===== config.mk =====
export PLATFORM = sky130hd
export DESIGN_NAME = tbb_bounds
export DESIGN_NICKNAME = d
export VERILOG_FILES = /design/src/tbb_pkg.sv /design/src/tbb_bounds.sv
export SDC_FILE = /design/constraint.sdc
export NUM_CORES = 1
export LEC_CHECK = 0
export BUFFER_PORTS_ARGS = -buffer_cell sky130_fd_sc_hd__buf_2
export CORE_MARGIN = 2
export CORE_UTILIZATION = 45
export DETAILED_ROUTE_END_ITERATION = 16
export PLACE_DENSITY = 0.61
export RECOVER_POWER = 50
export SYNTH_ARGS = -nofsm -noshare
export SYNTH_HDL_FRONTEND = slang
export SYNTH_SLANG_ARGS = --single-unit

===== constraint.sdc =====
create_clock -name clk -period 21.1 [get_ports clk]
set_clock_uncertainty 0.1 [all_clocks]
set_input_delay 1.055 -clock clk [delete_from_list [all_inputs] [get_ports clk]]
set_output_delay 1.055 -clock clk [all_outputs]
set_load 0.01 [all_outputs]

===== src/tbb_pkg.sv =====
// Types and constants for the transformed bounding box block.
// No dependencies; imported by every module of the block.
package tbb_pkg;

	localparam int COORD_W   = 32;
	localparam int FRAC_BITS = 16;
	localparam int NUM_AXES  = 3;
	localparam int CFG_W     = 64;
	localparam int CFG_IDX_W = 3;

	// sum of three full products, then floor shift and translation add
	localparam int PROD_W  = 2 * COORD_W;
	localparam int SUM_W   = PROD_W + 2;
	localparam int WHOLE_W = SUM_W - FRAC_BITS + 1;

	localparam int QDEPTH = 8;
	localparam int QPTR_W = $clog2(QDEPTH);
	localparam int QCNT_W = QPTR_W + 1;

	localparam int IN_DATA_W  = NUM_AXES * COORD_W;
	localparam int OUT_DATA_W = 2 * NUM_AXES * COORD_W;

	// register indexes
	localparam logic [CFG_IDX_W-1:0] REG_ROW0_COLS01 = 3'd0;
	localparam logic [CFG_IDX_W-1:0] REG_ROW0_COLS23 = 3'd1;
	localparam logic [CFG_IDX_W-1:0] REG_ROW1_COLS01 = 3'd2;
	localparam logic [CFG_IDX_W-1:0] REG_ROW1_COLS23 = 3'd3;
	localparam logic [CFG_IDX_W-1:0] REG_ROW2_COLS01 = 3'd4;
	localparam logic [CFG_IDX_W-1:0] REG_ROW2_COLS23 = 3'd5;

	// fixed-point 1.0 in the low and high half of a register
	localparam logic [CFG_W-1:0] ONE_LO = CFG_W'(1) << FRAC_BITS;
	localparam logic [CFG_W-1:0] ONE_HI = ONE_LO << COORD_W;

	typedef logic [NUM_AXES-1:0][COORD_W-1:0] vec_t;

	typedef struct packed {
		logic last;
		vec_t p;
	} vtx_t;

	typedef struct packed {
		vec_t center;
		vec_t size;
	} res_t;

endpackage


===== src/tbb_bounds.sv =====
// Back end: running per-axis min/max and the size/center result register.
// Depends on tbb_pkg; drains tbb_queue.
module tbb_bounds import tbb_pkg::*; (
	input  logic clk,
	input  logic arst_n,
	input  logic head_valid,
	input  vtx_t head_vtx,
	output logic pop,
	output logic out_valid,
	input  logic out_ready,
	output res_t out_res
);

	logic seeded_q;
	logic out_valid_q;
	vec_t lo_q, hi_q;
	res_t res_q;

	vec_t nlo, nhi;
	res_t res_next;
	logic signed [COORD_W:0] mid_sum [NUM_AXES];

	// a final vertex waits until the result register is free
	assign pop = head_valid && (!head_vtx.last || !out_valid_q || out_ready);

	always_comb begin
		for (int i = 0; i < NUM_AXES; i++) begin
			if (!seeded_q || $signed(head_vtx.p[i]) < $signed(lo_q[i]))
				nlo[i] = head_vtx.p[i];
			else
				nlo[i] = lo_q[i];
			if (!seeded_q || $signed(head_vtx.p[i]) > $signed(hi_q[i]))
				nhi[i] = head_vtx.p[i];
			else
				nhi[i] = hi_q[i];
			mid_sum[i] = (COORD_W+1)'($signed(nlo[i])) + (COORD_W+1)'($signed(nhi[i]));
			res_next.size[i]   = nhi[i] - nlo[i];
			res_next.center[i] = mid_sum[i][COORD_W:1];
		end
	end

	always_ff @(posedge clk or negedge arst_n) begin
		if (!arst_n) begin
			seeded_q    <= 1'b0;
			out_valid_q <= 1'b0;
		end else begin
			if (pop)
				seeded_q <= !head_vtx.last;
			if (pop && head_vtx.last)
				out_valid_q <= 1'b1;
			else if (out_ready)
				out_valid_q <= 1'b0;
		end
	end

	always_ff @(posedge clk) begin
		if (pop) begin
			lo_q <= nlo;
			hi_q <= nhi;
			if (head_vtx.last)
				res_q <= res_next;
		end
	end

	assign out_valid = out_valid_q;
	assign out_res   = res_q;

endmodule


After elaboration in Yosys (flattened, before gate mapping). Cells that the tools add are included.

Add/sub/neg operators: 6. $lt $le $gt $ge: 6. Muxes and demuxes: 8. Reduce and logical (&&, ||, !) cells: 15.

Operators by type and width (number): 32-bit 2-to-1 mux (6); 32-bit by 32-bit adder with 33-bit output (3); 32-bit > comparator (3); 32-bit less-than comparator (3); 32-bit subtractor (3); 1-bit logical OR (8); 1-bit zero test (3); 1-bit logical AND (2); 1-bit 2-to-1 mux (2); 2-bit AND reduction (1); 2-bit nonzero test (1).

Register bits: 386. Input port bits: 101. Output and inout bits: 194. Word-level logic and storage cells: 49.

Depth between registers and ports, before layout. Gate-level depths: netlist (run 1).

Word-level depth: 6. Gate-level depth with buffers: 25. Mapped depth without buffers: 23.

Worst setup path after synthesis (run 1). Ideal clock, no wire load.

Path kind: input-to-reg. Start point: in out_ready. End point: reg res_q (netlist bit out_res[0]), enable pin. Setup time: 543 ps. Arrival: 9739 ps. Data required time: 20457 ps. Path slack: 10718 ps. Cell stages on the path: 4. Buffers on the path: 0. Path through: nand2b_1 o21a_1 nand2_1 inv_1.

Word-level cells in the longest chain between the ends: 3.

RTL lines: start, declared (RTL line tbb_bounds.sv:10) `input logic out_ready,`; 1-bit logical OR (RTL line tbb_bounds.sv:24) `assign pop = head_valid && (!head_vtx.last || !out_valid_q || out_ready);`; 1-bit logical AND (RTL line tbb_bounds.sv:24); named net pop (RTL line tbb_bounds.sv:8) `output logic pop,`; 2-bit AND reduction (no line); end signal, assigned (RTL line tbb_bounds.sv:61) `res_q <= res_next;`; end, declared (RTL line tbb_bounds.sv:17) `res_t res_q;`.

The timed path passes the listed nets, and every way through them passes these cells. A chain may end at the register's enable or synchronous reset.

Worst setup path in the final report (run 1).
Start point: in out_ready. End point: reg res_q (netlist bit out_res[141]), enable pin.

Word-level cells in the longest chain between the ends: 3.

RTL lines (RTL line): 1-bit logical OR (tbb_bounds.sv:24); 1-bit logical AND (tbb_bounds.sv:24); 2-bit AND reduction (no line).

Every way passes these cells.

==> results_dict.tcl, run 1 <==
set metrics [dict create \
    status "complete, but fails checks" \
    violations "max-capacitance violations, max-slew violations" \
    place.gp.congestion 0.9187 \
    ys_dominant_reg_cell "edfxtp_1" \
    cts_max_level 2 \
    grt_pass1_wl_um 139500 \
    clk_pin_slew_ns 0.06 \
    max_cap_violations 5 \
    post_drt_wl_per_cell_um 20.96 \
    start_util_pct 45.50 \
    crit_fanout 135 \
    cts_tree "done" \
    grt_usage_pct 24.61 \
    p_leak_nw 14.76 \
    worstSetupPathType "in2reg" \
    rows 96 \
    post_cts_buffers 0 \
    clk_latency_ns 0.60 \
    avgSynthCellArea_um2 10.01 \
    async_flop_share_pct 0.5181 \
    nets 3835 \
    max_freq_mhz 109.9 \
    end_kind "register" \
    cp-start-kind "input pin" \
    hold_viol_final 0 \
    ctsResizeCount 0 \
    grt_start_max_net_pins 136 \
    drv_slew 338 \
    grtUsageMet1_pct 32.31 \
    core_um2 68590 \
    ys_types 94 \
    reg2reg_slack_ns 12.29 \
    r2r-end "out_res[141]" \
    ctsHoldBuffers 0 \
    die_h_um 267.3 \
    grt_use_met3_pct 3.889 \
    finalCriticalPeriod_ns 9.103 \
    grt_pass1_vias 25170 \
    cts_max_path_buffers 3 \
    cts_sinks 386 \
    drc 0 \
    top_usage_layer "met2" \
    worstHoldPathType "in2async" \
    reg2reg_from "out_valid" \
    overflow 0 \
    ant_nets 0 \
    io-pin-count 295 \
    vias 25210 \
    synth_top_area_share_pct 36.95 \
    r2r_cells 5 \
    ir_worst_vdd_v 0.00007980 \
    grt_antenna_before_repair 25 \
    root_buffer "clkbuf_16" \
    areaGrowthSynthToFinish_pct 11.74 \
    routed_wirelength_um 90500 \
    grt_util_met2_pct 41.55 \
    synth-edff-count 384 \
    yosysTopAreaCell "edfxtp_1" \
    worstPathArrival_ns 9.20 \
    setup_tns_ns 0 \
    cts_buffers 49 \
    finalSetupViolCount 0 \
    utilization_pct 50.84 \
    synth-seq-cells 386 \
    yosys-top-cells-count "390 x ha_1, 384 x edfxtp_1, 295 x inv_1, 238 x a21oi_1, 202 x nor2_1" \
    die-area_um2 71470 \
    dieWidth_um 267.3 \
    portBuffers 294 \
    firstDrtPassIters 5 \
    synth_most_common_cell "ha_1" \
    synth_cells 3118 \
    synth-seq-area-share_pct 37.11 \
    drive_gt1_share_pct 8.978 \
    cp.required_ns 21.20 \
    via_per_inst 5.839 \
    rsz0062_at_grt "false" \
    slew_headroom_pct -297.3 \
    dp.final_hpwl_um 67070 \
    syn_area_um2 31210 \
    drtIter0Drc 1867 \
    yosys_warnings 0 \
    powerDensity_nw_per_um2 126.1 \
    min_period_over_period_pct 43.14 \
    syn_nets 3615 \
    netlist_top_cells_area "edfxtp_1 37%, ha_1 16%, a21oi_1 3.8%" \
    tightestPinTransition_ns 5.927 \
]
## critical path, stage by stage
cell and delay, ns:
buf_2 0.09, nand2b_1 0.15, o21a_1 0.92, nand2_1 0.40, clkinvlp_2 4.39, buf_4 2.01
## routing by layer
layer / vias up / part of all wire [%] / routed length (um)
met5: - / 0.21 / 190
met4: 28 / 2.4 / 2136
met3: 165 / 6.1 / 5509
met2: 792 / 47 / 42790
met1: 12170 / 44 / 39870
li1: 12060 / - / -
## report_power, final
group / total (mW) / leakage (nW) / switching [mW] / internal, mW
clock network: 0.878 / 0.807 / 0.350 / 0.527
registers: 1.23 / 3.68 / 0.0727 / 1.15
logic: 2.29 / 10.3 / 1.41 / 0.885
total: 4.40 / 14.8 / 1.83 / 2.57
## cells by family after synthesis
kind of cell	Yosys count	share of synthesized area, %
flops	386	37.11
compound gates	883	19.65
buf+inv	444	5.561
fa+ha+maj	396	16.02
xor+xnor	164	4.603
mux	171	5.942
simple gates	674	11.11
## stage by stage
step | total power [mW] | hold WS (ns) | area (um2) | std cells | setup slack (ns)
final | 4.397 | 0.1679 | 34870 | 4318 | 12.00
after global routing | 4.676 | 0.1476 | 34860 | 4314 | 10.93
after CTS | 4.415 | 0.1250 | 35110 | 4306 | 13.83
after detailed placement | 3.505 | 0.4055 | 33460 | 4218 | 13.22
after global placement | 3.475 | 0.3909 | 33460 | 4218 | 13.27
after floorplan | 2.869 | 0.4330 | 31210 | 3118 | 10.72
## registers in the layout (all words and copies together), names as in the netlist
register	flops
out_res	192
hi_q	96
lo_q	96
out_valid	1
seeded_q	1
## final cells by class
class	instances	area, um2
Antenna cell	12	30.03
Tap cell	931	1165
Fill cell	6315	33720
Sequential cell	386	11580
Clock inverter	34	377.9
Clock buffer	54	1265
Multi-Input combinational cell	2288	17950
Inverter	297	1116
Timing Repair Buffer	316	1383
## worst max-delay path by stage
stage / startpoint / endpoint / slack (ns) / depth (start not counted)
global route: out_ready / out_res[141] / 10.93 / 6
CTS: head_vtx[49] / out_res[62] / 13.83 / 22
floorplan: out_ready / out_res[0] / 10.72 / 4
global placement: head_vtx[49] / out_res[62] / 13.27 / 22
finish: out_ready / out_res[141] / 12.00 / 6
detailed placement: head_vtx[49] / out_res[62] / 13.22 / 22
## placed cells by master (no fill, tap or decap), types with 53 or more instances in the layout
master	netlist	final
a21o_1	127	127
a21oi_1	238	238
buf_2	40	100
clkbuf_1	99	200
edfxtp_1	384	384
ha_1	390	388
inv_1	295	294
mux2_1	73	73
mux2i_1	57	57
nand2_1	97	96
nand2b_1	73	73
nor2_1	202	202
nor3_1	53	53
o21ai_0	71	71
o22ai_1	65	65
xnor2_1	124	124
No activity file was read; power rests on OpenSTA's default activity.
==> run 2, diff against run 1 <==
Settings changed: PLACE_DENSITY 0.61 to 0.64.
Clock period 21.1 ns to 7.5 ns, I/O delays scaled along.
==> results_dict.tcl, run 2 (same netlist as run 1, synthesis figures left out) <==
set metrics [dict create \
    areaGrowthSynthToFinish_pct 12.26 \
    place.gp.congestion 0.9048 \
    drc 0 \
    final_common_cell "ha_1" \
    dp.final_hpwl_um 62210 \
    grt_pass1_vias 23870 \
    r2r_cells 22 \
    rows 96 \
    preCtsSetupSlack_ns 0.7462 \
    drtIter0Drc 1979 \
    ir_worst_vdd_v 0.0002179 \
    grt_start_max_net_pins 165 \
    p_int_mw 7.231 \
    crit_fanout 25 \
    grt_antenna_before_repair 14 \
    drv_slew 310 \
    ctsResizeCount 0 \
    grt_usage_pct 22.89 \
    cp.required_ns 7.73 \
    final_cell_mix "388 x ha_1, 384 x edfxtp_1, 294 x inv_1" \
    holdCritStartpoint "head_vtx[43]" \
    worstHoldPathType "in2reg" \
    rsz0062_at_grt "false" \
    fillers 6299 \
    max_cap_violations 3 \
    min_delay_path_depth 2 \
    cp-start-kind "register" \
    finalCriticalPeriod_ns 6.739 \
    clk_latency_ns 0.60 \
    firstDrtPassIters 6 \
    setup_ws_ns 0.7608 \
    dieWidth_um 267.3 \
    die-area_um2 71470 \
    top_layer_used "met5" \
    finalSetupViolCount 0 \
    vias 24750 \
    tightestPinTransition_ns 4.726 \
    worstPathArrival_ns 6.97 \
    cts_sinks 386 \
    core_um2 68590 \
    setup_tns_ns 0 \
    combPwrFrac_pct 51.8 \
    swShare_pct 41.13 \
    cts_max_path_buffers 3 \
    hold_viol_final 0 \
    nets 3854 \
    grt_pass1_wl_um 130600 \
    p_sw_mw 5.052 \
    die_h_um 267.3 \
    status "complete, but fails checks" \
    overflow 0 \
    root_buffer "clkbuf_16" \
    io-pin-count 295 \
    clk_pin_slew_ns 0.06 \
    ant_nets 0 \
    wl_met2_um 39230 \
    start_util_pct 45.50 \
    p_leak_nw 14.85 \
    routed_wirelength_um 83970 \
    pwr-share-clk_pct 20.2 \
    drive_gt1_share_pct 9.485 \
    seqPwrFrac_pct 28.0 \
    worstSetupPathType "reg2reg" \
    cts_max_level 2 \
    regArea_um2 11580 \
    end_kind "register" \
    max_freq_mhz 148.4 \
    cts_tree "done" \
    drt-met1-wl_um 37830 \
    cts_buffers 49 \
    finalPower_mw 12.28 \
    min_period_over_period_pct 89.86 \
    via_per_inst 5.709 \
    route.met3.wl_um 5021 \
    portBuffers 294 \
    violations "max-capacitance violations, max-slew violations" \
    post_drt_wl_per_cell_um 19.37 \
    slew_headroom_pct -215.0 \
    crit_path_start "lo_q[25]" \
    hold-worst-slack_ns 0.06671 \
    powerDensity_nw_per_um2 350.6 \
    utilization_pct 51.08 \
    largest_reg_flops 192 \
    multi_input_area_um2 17950 \
    reg2reg_from "lo_q[25]" \
]
-- run 2: cell count changes in the layout (fill, tap and decap cells not counted), sizes merged --
cell | before | now
buf | 119 | 134
clkinvlp | 3 | 7
dlygate4sd3 | 0 | 4
clkbuf | 251 | 249
clkinv | 22 | 20
diode | 12 | 10
inv | 298 | 299
-- run 2: final timing paths --
kind / to / slack (ns)
min in group asynchronous: out_valid / 0.62
worst max register to register: out_res[29] / 0.76
worst max-delay path: out_res[29] / 0.76
worst min register to register: lo_q[63] / 0.51
worst min-delay path: lo_q[43] / 0.07
max in group asynchronous: seeded_q / 6.51
-- run 2: timing repair --
item                                   CTS  global route
setup buffers                            0             0
endpoints found under the hold margin    3             0
hold buffers                             4             0
-- run 2: metrics by stage --
stage,cell area [um2],cells
floorplan,31210,3118
global placement,33600,4233
detailed placement,33600,4233
CTS,35290,4326
global route,35020,4333
finish,35030,4336
-- run 2: layout make-up --
type	count	share of cell area, %
multi-input cells	2288	51.23
flip-flops and latches	386	33.07
repair buffers	335	4.397
clock buffers	52	3.532
well taps	931	3.325
inverters	297	3.186
clock inverters	37	1.189
diodes	10	0.07143
-- run 2: critical path, stage by stage (launching register included) --
cell and delay, ns:
edfxtp_1 0.42, inv_1 0.08, ha_1 0.23, a21o_1 0.18, a21o_1 0.17, a21oi_1 0.14, nor2_1 0.08, a211oi_4 0.72
nand2_1 0.44, buf_4 0.37, o22a_1 0.21, o22ai_1 0.17, a21o_1 0.12, ha_1 0.31, o21ai_1 0.17, a2111o_1 0.47
a211oi_1 0.64, o21ai_0 0.39, a21oi_1 0.34, nor3_1 0.11, o31ai_1 0.30, a21oi_1 0.14, xor2_1 0.16
-- run 2: per-layer routing --
metal / vias to the layer above / track usage (%)
li1: 12130 / -
met1: 11720 / 30.93
met2: 758 / 37.78
met3: 142 / 3.696
met4: 8 / 6.559
met5: - / 0
-- run 2: power groups by stage --
stage / logic [mW] / registers (mW) / clock network [mW]
after floorplan: 4.49 / 3.57 / 0
after global placement: 6.32 / 3.45 / 0
after detailed placement: 6.34 / 3.45 / 0
after CTS: 6.39 / 3.42 / 2.55
after global routing: 7.00 / 3.49 / 2.61
final: 6.36 / 3.43 / 2.49
