File: config.mk
export PLATFORM = sky130hd
export DESIGN_NAME = tbb_queue
export DESIGN_NICKNAME = d
export VERILOG_FILES = /design/src/tbb_pkg.sv /design/src/tbb_queue.sv
export SDC_FILE = /design/constraint.sdc
export NUM_CORES = 1
export LEC_CHECK = 0
export BUFFER_PORTS_ARGS = -buffer_cell sky130_fd_sc_hd__buf_2
export CAP_MARGIN = 20
export CORE_MARGIN = 3
export CORE_UTILIZATION = 25
export CTS_CLUSTER_DIAMETER = 120
export DETAILED_ROUTE_END_ITERATION = 10
export HOLD_SLACK_MARGIN = 0.12
export PLACE_DENSITY = 0.4
export SLEW_MARGIN = 20
export SYNTH_ARGS = -nofsm -noshare
export SYNTH_HDL_FRONTEND = slang
export SYNTH_SLANG_ARGS = --single-unit
export TNS_END_PERCENT = 20
File: constraint.sdc
create_clock -name clk -period 9.15 [get_ports clk]
set_clock_uncertainty 0.15 [all_clocks]
set_input_delay 1.83 -clock clk [delete_from_list [all_inputs] [get_ports clk]]
set_output_delay 1.83 -clock clk [all_outputs]
set_load 0.02 [all_outputs]
File: src/tbb_pkg.sv
// Types and constants for the transformed bounding box block.
// No dependencies; imported by every module of the block.
package tbb_pkg;

	localparam int COORD_W   = 32;
	localparam int FRAC_BITS = 16;
	localparam int NUM_AXES  = 3;
	localparam int CFG_W     = 64;
	localparam int CFG_IDX_W = 3;

	// sum of three full products, then floor shift and translation add
	localparam int PROD_W  = 2 * COORD_W;
	localparam int SUM_W   = PROD_W + 2;
	localparam int WHOLE_W = SUM_W - FRAC_BITS + 1;

	localparam int QDEPTH = 8;
	localparam int QPTR_W = $clog2(QDEPTH);
	localparam int QCNT_W = QPTR_W + 1;

	localparam int IN_DATA_W  = NUM_AXES * COORD_W;
	localparam int OUT_DATA_W = 2 * NUM_AXES * COORD_W;

	// register indexes
	localparam logic [CFG_IDX_W-1:0] REG_ROW0_COLS01 = 3'd0;
	localparam logic [CFG_IDX_W-1:0] REG_ROW0_COLS23 = 3'd1;
	localparam logic [CFG_IDX_W-1:0] REG_ROW1_COLS01 = 3'd2;
	localparam logic [CFG_IDX_W-1:0] REG_ROW1_COLS23 = 3'd3;
	localparam logic [CFG_IDX_W-1:0] REG_ROW2_COLS01 = 3'd4;
	localparam logic [CFG_IDX_W-1:0] REG_ROW2_COLS23 = 3'd5;

	// fixed-point 1.0 in the low and high half of a register
	localparam logic [CFG_W-1:0] ONE_LO = CFG_W'(1) << FRAC_BITS;
	localparam logic [CFG_W-1:0] ONE_HI = ONE_LO << COORD_W;

	typedef logic [NUM_AXES-1:0][COORD_W-1:0] vec_t;

	typedef struct packed {
		logic last;
		vec_t p;
	} vtx_t;

	typedef struct packed {
		vec_t center;
		vec_t size;
	} res_t;

endpackage

File: src/tbb_queue.sv
// Small FIFO of transformed vertices between the transform and the box tracker.
// Depends on tbb_pkg. Push is never refused: the front end reserves slots.
module tbb_queue import tbb_pkg::*; (
	input  logic              clk,
	input  logic              arst_n,
	input  logic              push_valid,
	input  vtx_t              push_vtx,
	input  logic              pop,
	output logic              head_valid,
	output vtx_t              head_vtx,
	output logic [QCNT_W-1:0] count
);

	vtx_t mem_q [QDEPTH];
	logic [QPTR_W-1:0] wr_ptr_q, rd_ptr_q;
	logic [QCNT_W-1:0] count_q;

	always_ff @(posedge clk or negedge arst_n) begin
		if (!arst_n) begin
			wr_ptr_q <= '0;
			rd_ptr_q <= '0;
			count_q  <= '0;
		end else begin
			if (push_valid)
				wr_ptr_q <= wr_ptr_q + QPTR_W'(1);
			if (pop)
				rd_ptr_q <= rd_ptr_q + QPTR_W'(1);
			unique case ({push_valid, pop})
				2'b10:   count_q <= count_q + QCNT_W'(1);
				2'b01:   count_q <= count_q - QCNT_W'(1);
				default: count_q <= count_q;
			endcase
		end
	end

	always_ff @(posedge clk) begin
		if (push_valid)
			mem_q[wr_ptr_q] <= push_vtx;
	end

	assign head_valid = count_q != '0;
	assign head_vtx   = mem_q[rd_ptr_q];
	assign count      = count_q;

endmodule

# Word level (Yosys, flattened, before mapping)

Memories as Yosys holds them, arrays and structs flattened.
Cells that the tools add are included.

Reduce and logical (&&, ||, !) cells: 2
Equal/unequal tests: 2
Muxes and demuxes: 3
Add/sub/neg operators: 4

Operators with widths:

| operator                                                           | count |
|---|---|
| 4-bit one-hot mux with 2 select lines                              | 1 |
| 3-bit by 1-bit adder with 3-bit output, second input constant      | 2 |
| 4-bit by 1-bit adder with 4-bit output, second input constant      | 1 |
| 4-bit nonzero test                                                 | 1 |
| 4-bit by 1-bit subtractor with 4-bit output, second input constant | 1 |
| 2-bit by 1-bit == test with 1-bit output, second input constant    | 1 |
| 2-bit == test, second input constant                               | 1 |
| 1-bit 2-to-1 mux                                                   | 2 |
| 2-bit nonzero test                                                 | 1 |

Memory bits (writable): 776
Bits in registers: 10
Input bits: 101
Memories kept: 1
Output and inout port bits: 102
Logic and storage cells: 15

Memories:

| memory | depth | width | read ports | clocked after memory_dff | write ports | line            | text |
|---|---|---|---|---|---|---|---|
| mem_q  | 8     | 97    | 1          | 0                        | 1           | tbb_queue.sv:14 | `vtx_t mem_q [QDEPTH];` |

# Depth between registers and ports, before layout

Gate-level depths: netlist (run 1).

Depth after elaboration: 2
Mapped depth: 8
Mapped depth without buffers: 8

# Worst setup path after synthesis (run 1)

No wires, ideal clock.

Kind: in2reg
Start point: input push_valid
End point: memory mem_q[0][0] (netlist name), enable pin
Slack: -0.157 ns
Data arrival time: 8.486 ns
Stages on the path: 2
Cell sequence: nand2b_1 -> nor3_1

Word-level cells in the longest chain between the ends: 2

RTL lines:

| element                                | line            | text |
|---|---|---|
| from (decl)                            | tbb_queue.sv:6  | `input logic push_valid,` |
| 1-bit 2-to-1 mux                       | tbb_queue.sv:37 | `if (push_valid)` |
| 1-bit 2-to-1 mux (not written as such) | tbb_queue.sv:38 | `mem_q[wr_ptr_q] <= push_vtx;` |
| to (decl)                              | tbb_queue.sv:14 |  |

No other way between the ends.

==> metrics.txt, run 1 <==
via count of the routed design=12999; CTS resizes=0; WL final=between 70000 and 80000 um; most common cell after layout, fill and taps aside=edfxtp_1; PwrDens=roughly 330 mW/mm2; die area=~0.12 mm2; Clock Pin Slew Worst Setup and Hold Paths=around 0.06 ns; Final Instance Area=~0.035 mm2; Tmin final=roughly 5.7 ns; row cnt=125; Seq cells post-synth=between 700 and 800; commonest cells after routing, fill and taps aside=edfxtp_1, buf_2, mux4_2; crit-path max FO=72; Syn Nets=roughly 1300; Internal Pwr Total=approximately 8.1 mW; sequential power share=around 41%; Netlist cell types=22; Worst setup EP type=primary output; DR WL met3=3900 um; largest net degree at the start of global routing=a little under 100; H-tree depth=3; post-synthesis sequential area ratio=approximately 79%; Worst Setup SP=rd_ptr_q[0]; max-slew violation count=0; reg2reg path depth=3; Pwr Total=between 10 and 15 mW; cts hold-fix bufs=0; Synth area leader=edfxtp_1; Net Switching=3.67 mW; mux contribution to synthesized area=18.5%; RR Startpoint=wr_ptr_q[0]; input/output buffers=roughly 200; clock power share=slightly below 30%; Die Height=roughly 350 um; share of layout cells above drive strength 1=43.1%; core box area=~0.12 mm2; Root Driver=clkbuf_16; total grt overflow=0; RSZ-0062 raised after global routing=false; switching share of total power=31.1%; Slew @ Worst Pin=between 0.9 and 1 ns; Slew headroom=between 30% and 40%; placed cell areas=~0.033 mm2; vias per cell=4.27; DR pass1 iterations=4; Worst EP required=approximately 7 ns; area share of xor/xnor cells in the synthesized design=0.266%; vias in the first global route=~14000; Critical Path End=head_vtx[48]; status=finished, final reports clean; top cells by area, synth=edfxtp_1, mux4_2, mux2_2, dfrtp_1, buf_6; I/O pin count=about 200; CTS tree=built; Syn Std Cell Area=~0.03 mm2; Syn Inst Count=roughly 1200; sinks on the clock net=between 700 and 800; 1st-iter DRT viols=784; clock tree buffer depth=3; max cap viols=0; final RePlAce weighted congestion=roughly 0.64; slack of the worst reg-to-reg path=approximately 6.3 ns; Tcrit/Tclk final=approximately 62%; reg-to-reg endpoint=mem_q[4][59]; fraction of the mapped netlist area in simple logic gates=0.346%; Fillers=~11000; DR WL met2=35500 um; residual DRC count=0; Area growth, synth to finish=19.5%; Initial Util=between 20% and 30%; GRT Overall Usage=a little under an eighth; maximum VDD drop=approximately 0.18 mV; Die Width=about 350 um; Syn. warnings=0; top cell type's share of synthesized area=about four fifths; HPWL Detailed=~36000 um; Setup CP Type=reg -> out; TritonCTS buffer count=between 90 and 100; WHS=about 0.34 ns; HP Class=reg -> reg; Syn Area/Cell=between 20 and 30 um2; Max Freq=approximately 180 MHz; combinational share of power=between 30% and 40%; Layout Nets=1545; Critical Path Start Type=flop; insertion delay to the later sink of the worst-skew pair=around 0.63 ns; Adder-Cell Fraction of Synth Area=less than 1%; post-CTS setup buffers=0; main combinational cell family by area after synthesis=multiplexers; initial antenna violation count=17; Final ANT Viol Nets=0; global-route wire length before repair=just over 100000 um; final hold violations=0; WP data arrival=roughly 3.7 ns; Metal-1 WL=between 20000 and 30000 um; DR WL/cell=between 20 and 25 um; highest routed layer=met5; setup violators final=0; leakage power=11.3 nW; post-synthesis compound-gate area fraction=less than 1%
==> registers in the layout, summed over array words and instances (netlist names) <==
signal / count
count: 4
wr_ptr_q: 3
rd_ptr_q: 3
mem_q: 776
==> critical path: stages (launching register included) <==
cell	delay [ns]
dfrtp_4	0.98
buf_12	0.32
buf_16	0.44
mux4_2	0.60
mux2_2	0.30
buf_2	0.17
==> Yosys cell counts <==
master      n
edfxtp_1  776
mux4_2    194
mux2_2    100
buf_6      17
clkbuf_1   16
buf_2      13
dfrtp_1    10
buf_1       9
nor2_1      7
xor2_1      6
ha_1        5
nand2_1     4
nand2b_1    3
nor2b_1     3
xnor2_1     3
a21oi_1     2
nor3_1      2
a31oi_1     1
inv_1       1
o32ai_1     1
or3_1       1
or4_1       1
==> worst min-delay path by stage <==
stage	start	to	slack, ns	cells past startpoint
2_1_floorplan	wr_ptr_q[0]	wr_ptr_q[0]	0.33	1
3_3_place_gp	count[3]	count[3]	0.32	1
3_5_place_dp	count[3]	count[3]	0.33	1
4_1_cts	count[3]	count[3]	0.34	1
5_1_grt	count[3]	count[3]	0.36	1
6_report	count[3]	count[3]	0.34	1
==> stage by stage <==
step                      setup TNS, ns  utilization (%)  setup WS (ns)  std cells
after global routing                  0             30.3           3.11       3038
after CTS                             0             30.3           3.33       3036
after floorplan                  -14.31                -         -0.147       1175
after detailed placement              0             27.8           4.08       2867
final                                 0             30.3           3.46       3043
after global placement                0             27.8           4.11       2866
==> power groups by stage <==
stage	logic (mW)	registers, mW	clock network [mW]
2_1_floorplan	2.60	4.76	0
3_3_place_gp	3.72	4.84	0
3_5_place_dp	3.73	4.87	0
4_1_cts	3.74	4.79	3.58
5_1_grt	3.90	4.83	3.73
6_report	3.58	4.77	3.44
==> metal layers <==
metal  vias up  track usage, %
met3       129            3.41
met5         -               0
met1      7002            14.1
met2       257            19.7
li1       5597               -
met4        14            3.04
==> cells by family after synthesis <==
| logic type | Yosys count |
|---|---|
| XOR/XNOR | 9 |
| buffers and inverters | 56 |
| adder cells (fa/ha/maj) | 5 |
| multiplexers | 294 |
| flip-flops | 786 |
| AO/OA/AOI/OAI | 4 |
| AND/OR/NAND/NOR | 21 |
==> final cells by class <==
| cell class | count | area (um2) | area share [%] |
|---|---|---|---|
| clock inverter | 56 | 355 | 1.00 |
| multi-input combinational | 333 | 5830 | 16.4 |
| timing repair buffer | 225 | 1310 | 3.68 |
| sequential | 786 | 23600 | 66.4 |
| clock buffer | 113 | 2490 | 7.01 |
| inverter | 1 | 3.75 | 0.0106 |
| antenna | 5 | 12.5 | 0.0353 |
| tap | 1524 | 1910 | 5.38 |
(Power assumes the default switching activity.)
==> run 2, diff against run 1 <==
--- a/config.mk
+++ b/config.mk
@@ -5,6 +5,7 @@
 export SDC_FILE = /design/constraint.sdc
 export NUM_CORES = 1
 export LEC_CHECK = 0
+export ABC_AREA = 1
 export BUFFER_PORTS_ARGS = -buffer_cell sky130_fd_sc_hd__buf_2
 export CAP_MARGIN = 20
 export CORE_MARGIN = 3
==> constraint.sdc (replaced) <==
create_clock -name clk -period 5.5 [get_ports clk]
set_clock_uncertainty 0.15 [all_clocks]
set_input_delay 1.1 -clock clk [delete_from_list [all_inputs] [get_ports clk]]
set_output_delay 1.1 -clock clk [all_outputs]
set_load 0.02 [all_outputs]
==> metrics.txt, run 2 <==
Setup CP Type=reg -> out; vias in the first global route=19195; Async S/R FF share, synth=under 10%; post-CTS setup buffers=0; CP max-delay cell=buf_4; placed cell areas=between 0.03 and 0.04 mm2; global-route wire length before repair=approximately 120000 um; top-count cell post-synth=edfxtp_1; Largest Register=mem_q; EDFF count, synth=roughly 780; Syn Area/Cell=13.5 um2; Final Instance Area=around 0.036 mm2; synth cell count leaders=edfxtp_1, nor2_1, nand2_1, o21ai_0, o22ai_1; crit path cell chain=buf_4 -> buf_4 -> o21ai_0 -> o22ai_1 -> nand2_1 -> nand2_1 -> buf_2; WHS Endpoint=count[2]; crit-path max FO=between 50 and 60; DR WL/cell=around 20 um; post-synthesis sequential area ratio=77.1%; residual DRC count=0; crit-path max cell delay=0.63 ns; die area=between 0.1 and 0.15 mm2; post-layout util=between 30 and 40%; Clock Pin Slew Worst Setup and Hold Paths=around 0.060 ns; PwrDens=567 mW/mm2; 1st-iter DRT viols=roughly 1100; Final ANT Viol Nets=0; hold path start=count[2]; Initial Util=between 20% and 30%; leakage power=about 12 nW; total grt overflow=0; setup violators final=0; ys flop type=edfxtp_1; Syn. warnings=0; insertion delay to the later sink of the worst-skew pair=~0.65 ns; row cnt=127; final RePlAce weighted congestion=slightly below 0.7; max reg flops=about 780; Critical Path Start Type=flop; DR WL met3=3840 um; Min-Delay Path Depth=2; reg2reg path depth=3; HPWL Detailed=roughly 42000 um; WL final=84300 um; sinks on the clock net=around 790; Synth area leader=edfxtp_1; Area growth, synth to finish=18.7%; DR WL met2=about 41000 um; DR pass1 iterations=5; RSZ-0062 raised after global routing=false; core box area=0.121 mm2; CTS tree=built; commonest cells after routing, fill and taps aside=edfxtp_1, nor2_1, nand2_1; Syn Nets=2369; RR Startpoint=wr_ptr_q[0]; Root Driver=clkbuf_16; Worst setup EP type=primary output; highest routed layer=met5; Layout Nets=around 2600; top cell type's share of synthesized area=between 70 and 80%; vias per cell=around 4.5; Metal-1 WL=roughly 37000 um; most common cell after layout, fill and taps aside=edfxtp_1; max cap viols=0; share of layout cells above drive strength 1=15.0%; Seq cells post-synth=~790; reg-to-reg endpoint=mem_q[0][58]; input/output buffers=a little over 200; WP data arrival=just over 3 ns; Die Height=roughly 360 um; largest net degree at the start of global routing=231; initial antenna violation count=25; Worst EP required=roughly 4.3 ns; Tcrit/Tclk final=roughly four fifths; HP Class=reg -> reg; via count of the routed design=around 19000; slack of the worst reg-to-reg path=roughly 2.9 ns; Tmin final=roughly 4.3 ns; clock tree buffer depth=3; Syn Std Cell Area=just over 0.03 mm2; Slew headroom=between 30% and 40%; final hold violations=0; Max Freq=around 230 MHz; maximum VDD drop=0.575 mV; top cells by area, synth=edfxtp_1, nor2_1, o21ai_0, o22ai_1, nand2_1; Syn Inst Count=between 2000 and 2500; TritonCTS buffer count=95; Netlist cell types=23; GRT Overall Usage=13.2%; Die Width=between 300 and 400 um; max-slew violation count=0; status=finished, final reports clean; I/O pin count=just over 200; H-tree depth=3; Slew @ Worst Pin=1.01 ns
## run 2: cell count changes in the layout (fill, tap and decap cells not counted), sizes merged, moves of 4 or more
cell and delta:
diode +8, nor2 +392, nand2 +308, mux4 -194, inv +16, o21ai +393, o22ai +194, buf +11
mux2 -100, nand3 +4
## run 2: worst max-delay path by stage
stage | startpoint | end | slack [ns] | cells past startpoint
CTS | rd_ptr_q[1] | head_vtx[87] | 1.10 | 7
floorplan | push_valid | mem_q[0][0] | -0.72 | 3
detailed placement | rd_ptr_q[1] | head_vtx[87] | 1.84 | 7
finish | rd_ptr_q[1] | head_vtx[0] | 1.20 | 7
global placement | rd_ptr_q[1] | head_vtx[87] | 1.80 | 7
global route | rd_ptr_q[1] | head_vtx[0] | 0.93 | 7
## run 2: power breakdown
| group | total (mW) | internal, mW | switching (mW) |
|---|---|---|---|
| clock network | 5.95 | 3.51 | 2.44 |
| registers | 7.42 | 7.26 | 0.157 |
| logic | 7.18 | 1.97 | 5.21 |
| total | 20.6 | 12.7 | 7.81 |
## run 2: layout make-up
cell class | count | area (um2)
inverters | 14 | 72.6
repair buffers | 237 | 1530
multi-input cells | 1315 | 6060
flip-flops and latches | 786 | 23600
diodes | 13 | 32.5
clock buffers | 114 | 2490
fillers | 12040 | 84300
well taps | 1612 | 2020
clock inverters | 61 | 507
## run 2: repair_timing
action | CTS | global route
hold buffers | 1 | 0
endpoints found under the hold margin | 10 | 0
resized for setup | 0 | 0
## run 2: routing by layer
layer | GRT usage (%) | vias up
li1 | - | 8719
met1 | 16.5 | 9345
met2 | 22.7 | 313
met3 | 2.82 | 121
met4 | 3.95 | 10
met5 | 0 | -
## run 2: per-stage QoR
step                setup slack, ns  TNS, ns  power [mW]  std cells  hold WS (ns)
finish                         1.20        0        20.6       4152         0.410
global placement               1.80        0        14.8       3962         0.371
detailed placement             1.84        0        15.0       3962         0.392
global route                  0.933        0        21.9       4143         0.421
CTS                            1.10        0        21.0       4138         0.410
floorplan                    -0.721  -452.07        12.4       2263         0.343
## run 2: worst max-delay path, delay by kind of cell (launching register included)
kind,cells,cell delay (ns)
DFF,1,0.45
AOI/OAI and AO/OA,2,0.38
buffers and inverters,3,1.27
and+or+nand+nor,2,0.26
## run 2: cell families after synthesis
kind of cell / count (synthesis) / synth area share (%)
flip-flops: 786 / 77.1
AND/OR/NAND/NOR: 716 / 8.82
AO/OA/AOI/OAI: 588 / 10.4
buffers and inverters: 162 / 3.28
XOR/XNOR: 6 / 0.172
adder cells (fa/ha/maj): 5 / 0.205
==> run 3, diff against run 2 <==
--- a/config.mk
+++ b/config.mk
@@ -5,7 +5,7 @@
 export SDC_FILE = /design/constraint.sdc
 export NUM_CORES = 1
 export LEC_CHECK = 0
-export ABC_AREA = 1
+export ABC_AREA = 0
 export BUFFER_PORTS_ARGS = -buffer_cell sky130_fd_sc_hd__buf_2
 export CAP_MARGIN = 20
 export CORE_MARGIN = 3
==> constraint.sdc (replaced) <==
create_clock -name clk -period 4.45 [get_ports clk]
set_clock_uncertainty 0.15 [all_clocks]
set_input_delay 0.89 -clock clk [delete_from_list [all_inputs] [get_ports clk]]
set_output_delay 0.89 -clock clk [all_outputs]
set_load 0.02 [all_outputs]
==> metrics.txt, run 3 (synthesis results as in run 1) <==
final RePlAce weighted congestion=between 0.6 and 0.7; insertion delay to the later sink of the worst-skew pair=0.64 ns; Cells after DPL=about 2900; clock tree buffer depth=3; crit-path max FO=29; status=finished, final reports clean; row cnt=approximately 130; post-route setup slack=0.486 ns; max cap viols=0; Worst setup EP type=primary output; residual DRC count=0; initial antenna violation count=15; setup violators final=0; Critical Path Start Type=flop; input/output buffers=approximately 200; share of layout cells above drive strength 1=about 44%; die area=0.123 mm2; combinational share of power=approximately a third; RR Startpoint=wr_ptr_q[0]; Layout Nets=roughly 1600; total grt overflow=0; Area growth, synth to finish=20.6%; core box area=0.117 mm2; via count of the routed design=approximately 13000; Net Switching=around 7.6 mW; Worst EP required=about 3.4 ns; post-layout util=30.6%; WHS Endpoint=count[3]; Root Driver=clkbuf_16; GRT Overall Usage=11.5%; Min-Delay Path Depth=1; clock power share=28.4%; maximum VDD drop=around 0.32 mV; global-route wire length before repair=between 100000 and 150000 um; commonest cells after routing, fill and taps aside=edfxtp_1, buf_2, mux4_2; DR pass1 iterations=5; WP data arrival=just under 3 ns; Slew @ Worst Pin=about 0.94 ns; Initial Util=25.4%; PwrDens=682 mW/mm2; final hold violations=0; Max Freq=252 MHz; max-slew violation count=0; 1st-iter DRT viols=919; RSZ-0062 raised after global routing=false; sequential power share=39.8%; H-tree depth=3; Place WS=1.07 ns; sinks on the clock net=just under 800; max reg flops=776; Clock Pin Slew Worst Setup and Hold Paths=around 0.06 ns; Layout Cells excl Fill=a little over 3000; DR WL/cell=about 23 um; vias per cell=approximately 4.3; Slew headroom=37.2%; reg-to-reg endpoint=mem_q[1][42]; reg2reg path depth=3; vias in the first global route=14512; Die Height=around 350 um; slack of the worst reg-to-reg path=1.99 ns; Final ANT Viol Nets=0; I/O pin count=just over 200; Internal Pwr Total=~17 mW; switching share of total power=a little under a third; CTS tree=built; placed cell areas=between 0.03 and 0.04 mm2; HP Class=reg -> reg; TritonCTS buffer count=90; largest net degree at the start of global routing=approximately 100; Tmin final=around 4.0 ns; Final Instance Area=~0.036 mm2; leakage power=approximately 11 nW; post-CTS setup buffers=0; HPWL Detailed=between 30000 and 40000 um; hold path start=count[3]; Tcrit/Tclk final=about nine tenths; Die Width=351 um; Largest Register=mem_q; WHS=around 0.33 ns; WL final=around 70000 um; most common cell after layout, fill and taps aside=edfxtp_1; Setup CP Type=reg -> out
==> run 3: metrics by stage <==
step           power (mW)  setup TNS (ns)
2_1_floorplan        15.1         -937.15
4_1_cts              25.0               0
3_5_place_dp         18.0               0
3_3_place_gp         17.9               0
5_1_grt              25.7               0
6_report             24.4               0
==> run 3: power groups by stage <==
stage	registers, mW	clock network [mW]	logic [mW]
2_1_floorplan	9.77	0	5.34
3_3_place_gp	9.86	0	8.07
3_5_place_dp	9.90	0	8.07
4_1_cts	9.74	7.18	8.09
5_1_grt	9.82	7.48	8.39
6_report	9.71	6.93	7.76
==> run 3: final cells by class <==
cell class / instances / area, um2
flip-flops and latches: 786 / 23600
inverters: 1 / 3.75
fillers: 11301 / 81200
multi-input cells: 333 / 5830
diodes: 4 / 10.0
clock buffers: 117 / 2450
repair buffers: 255 / 1710
well taps: 1524 / 1910
clock inverters: 43 / 313
==> run 3: worst max-delay path by stage <==
stage                            from            to  slack, ns  cells after the start
final                     rd_ptr_q[0]  head_vtx[17]       0.49                      5
after global routing      rd_ptr_q[0]  head_vtx[65]       0.26                      5
after CTS                 rd_ptr_q[0]  head_vtx[65]       0.33                      5
after detailed placement  rd_ptr_q[0]  head_vtx[68]       1.07                      5
after global placement    rd_ptr_q[0]  head_vtx[65]       1.08                      5
after floorplan            push_valid   mem_q[7][0]      -1.30                      2
==> run 3: worst max-delay path: stages, from the launching register on <==
cell     delay, ns
dfrtp_4       0.66
buf_12        0.28
buf_12        0.30
mux4_2        0.54
mux2_2        0.28
buf_2         0.16
==> run 3: repair_timing <==
action	in CTS	in global routing
hold buffers	1	0
endpoints found under the hold margin	10	0
gates resized for setup	0	0
==> run 3: metal layers <==
layer  track usage (%)  up-vias  share of wire [%]
li1                  -     5649                  -
met1              14.8     7048                 43
met2              19.3      284                 50
met3              2.99      124                5.0
met4              3.18        6                2.4
met5                 0        -              0.058
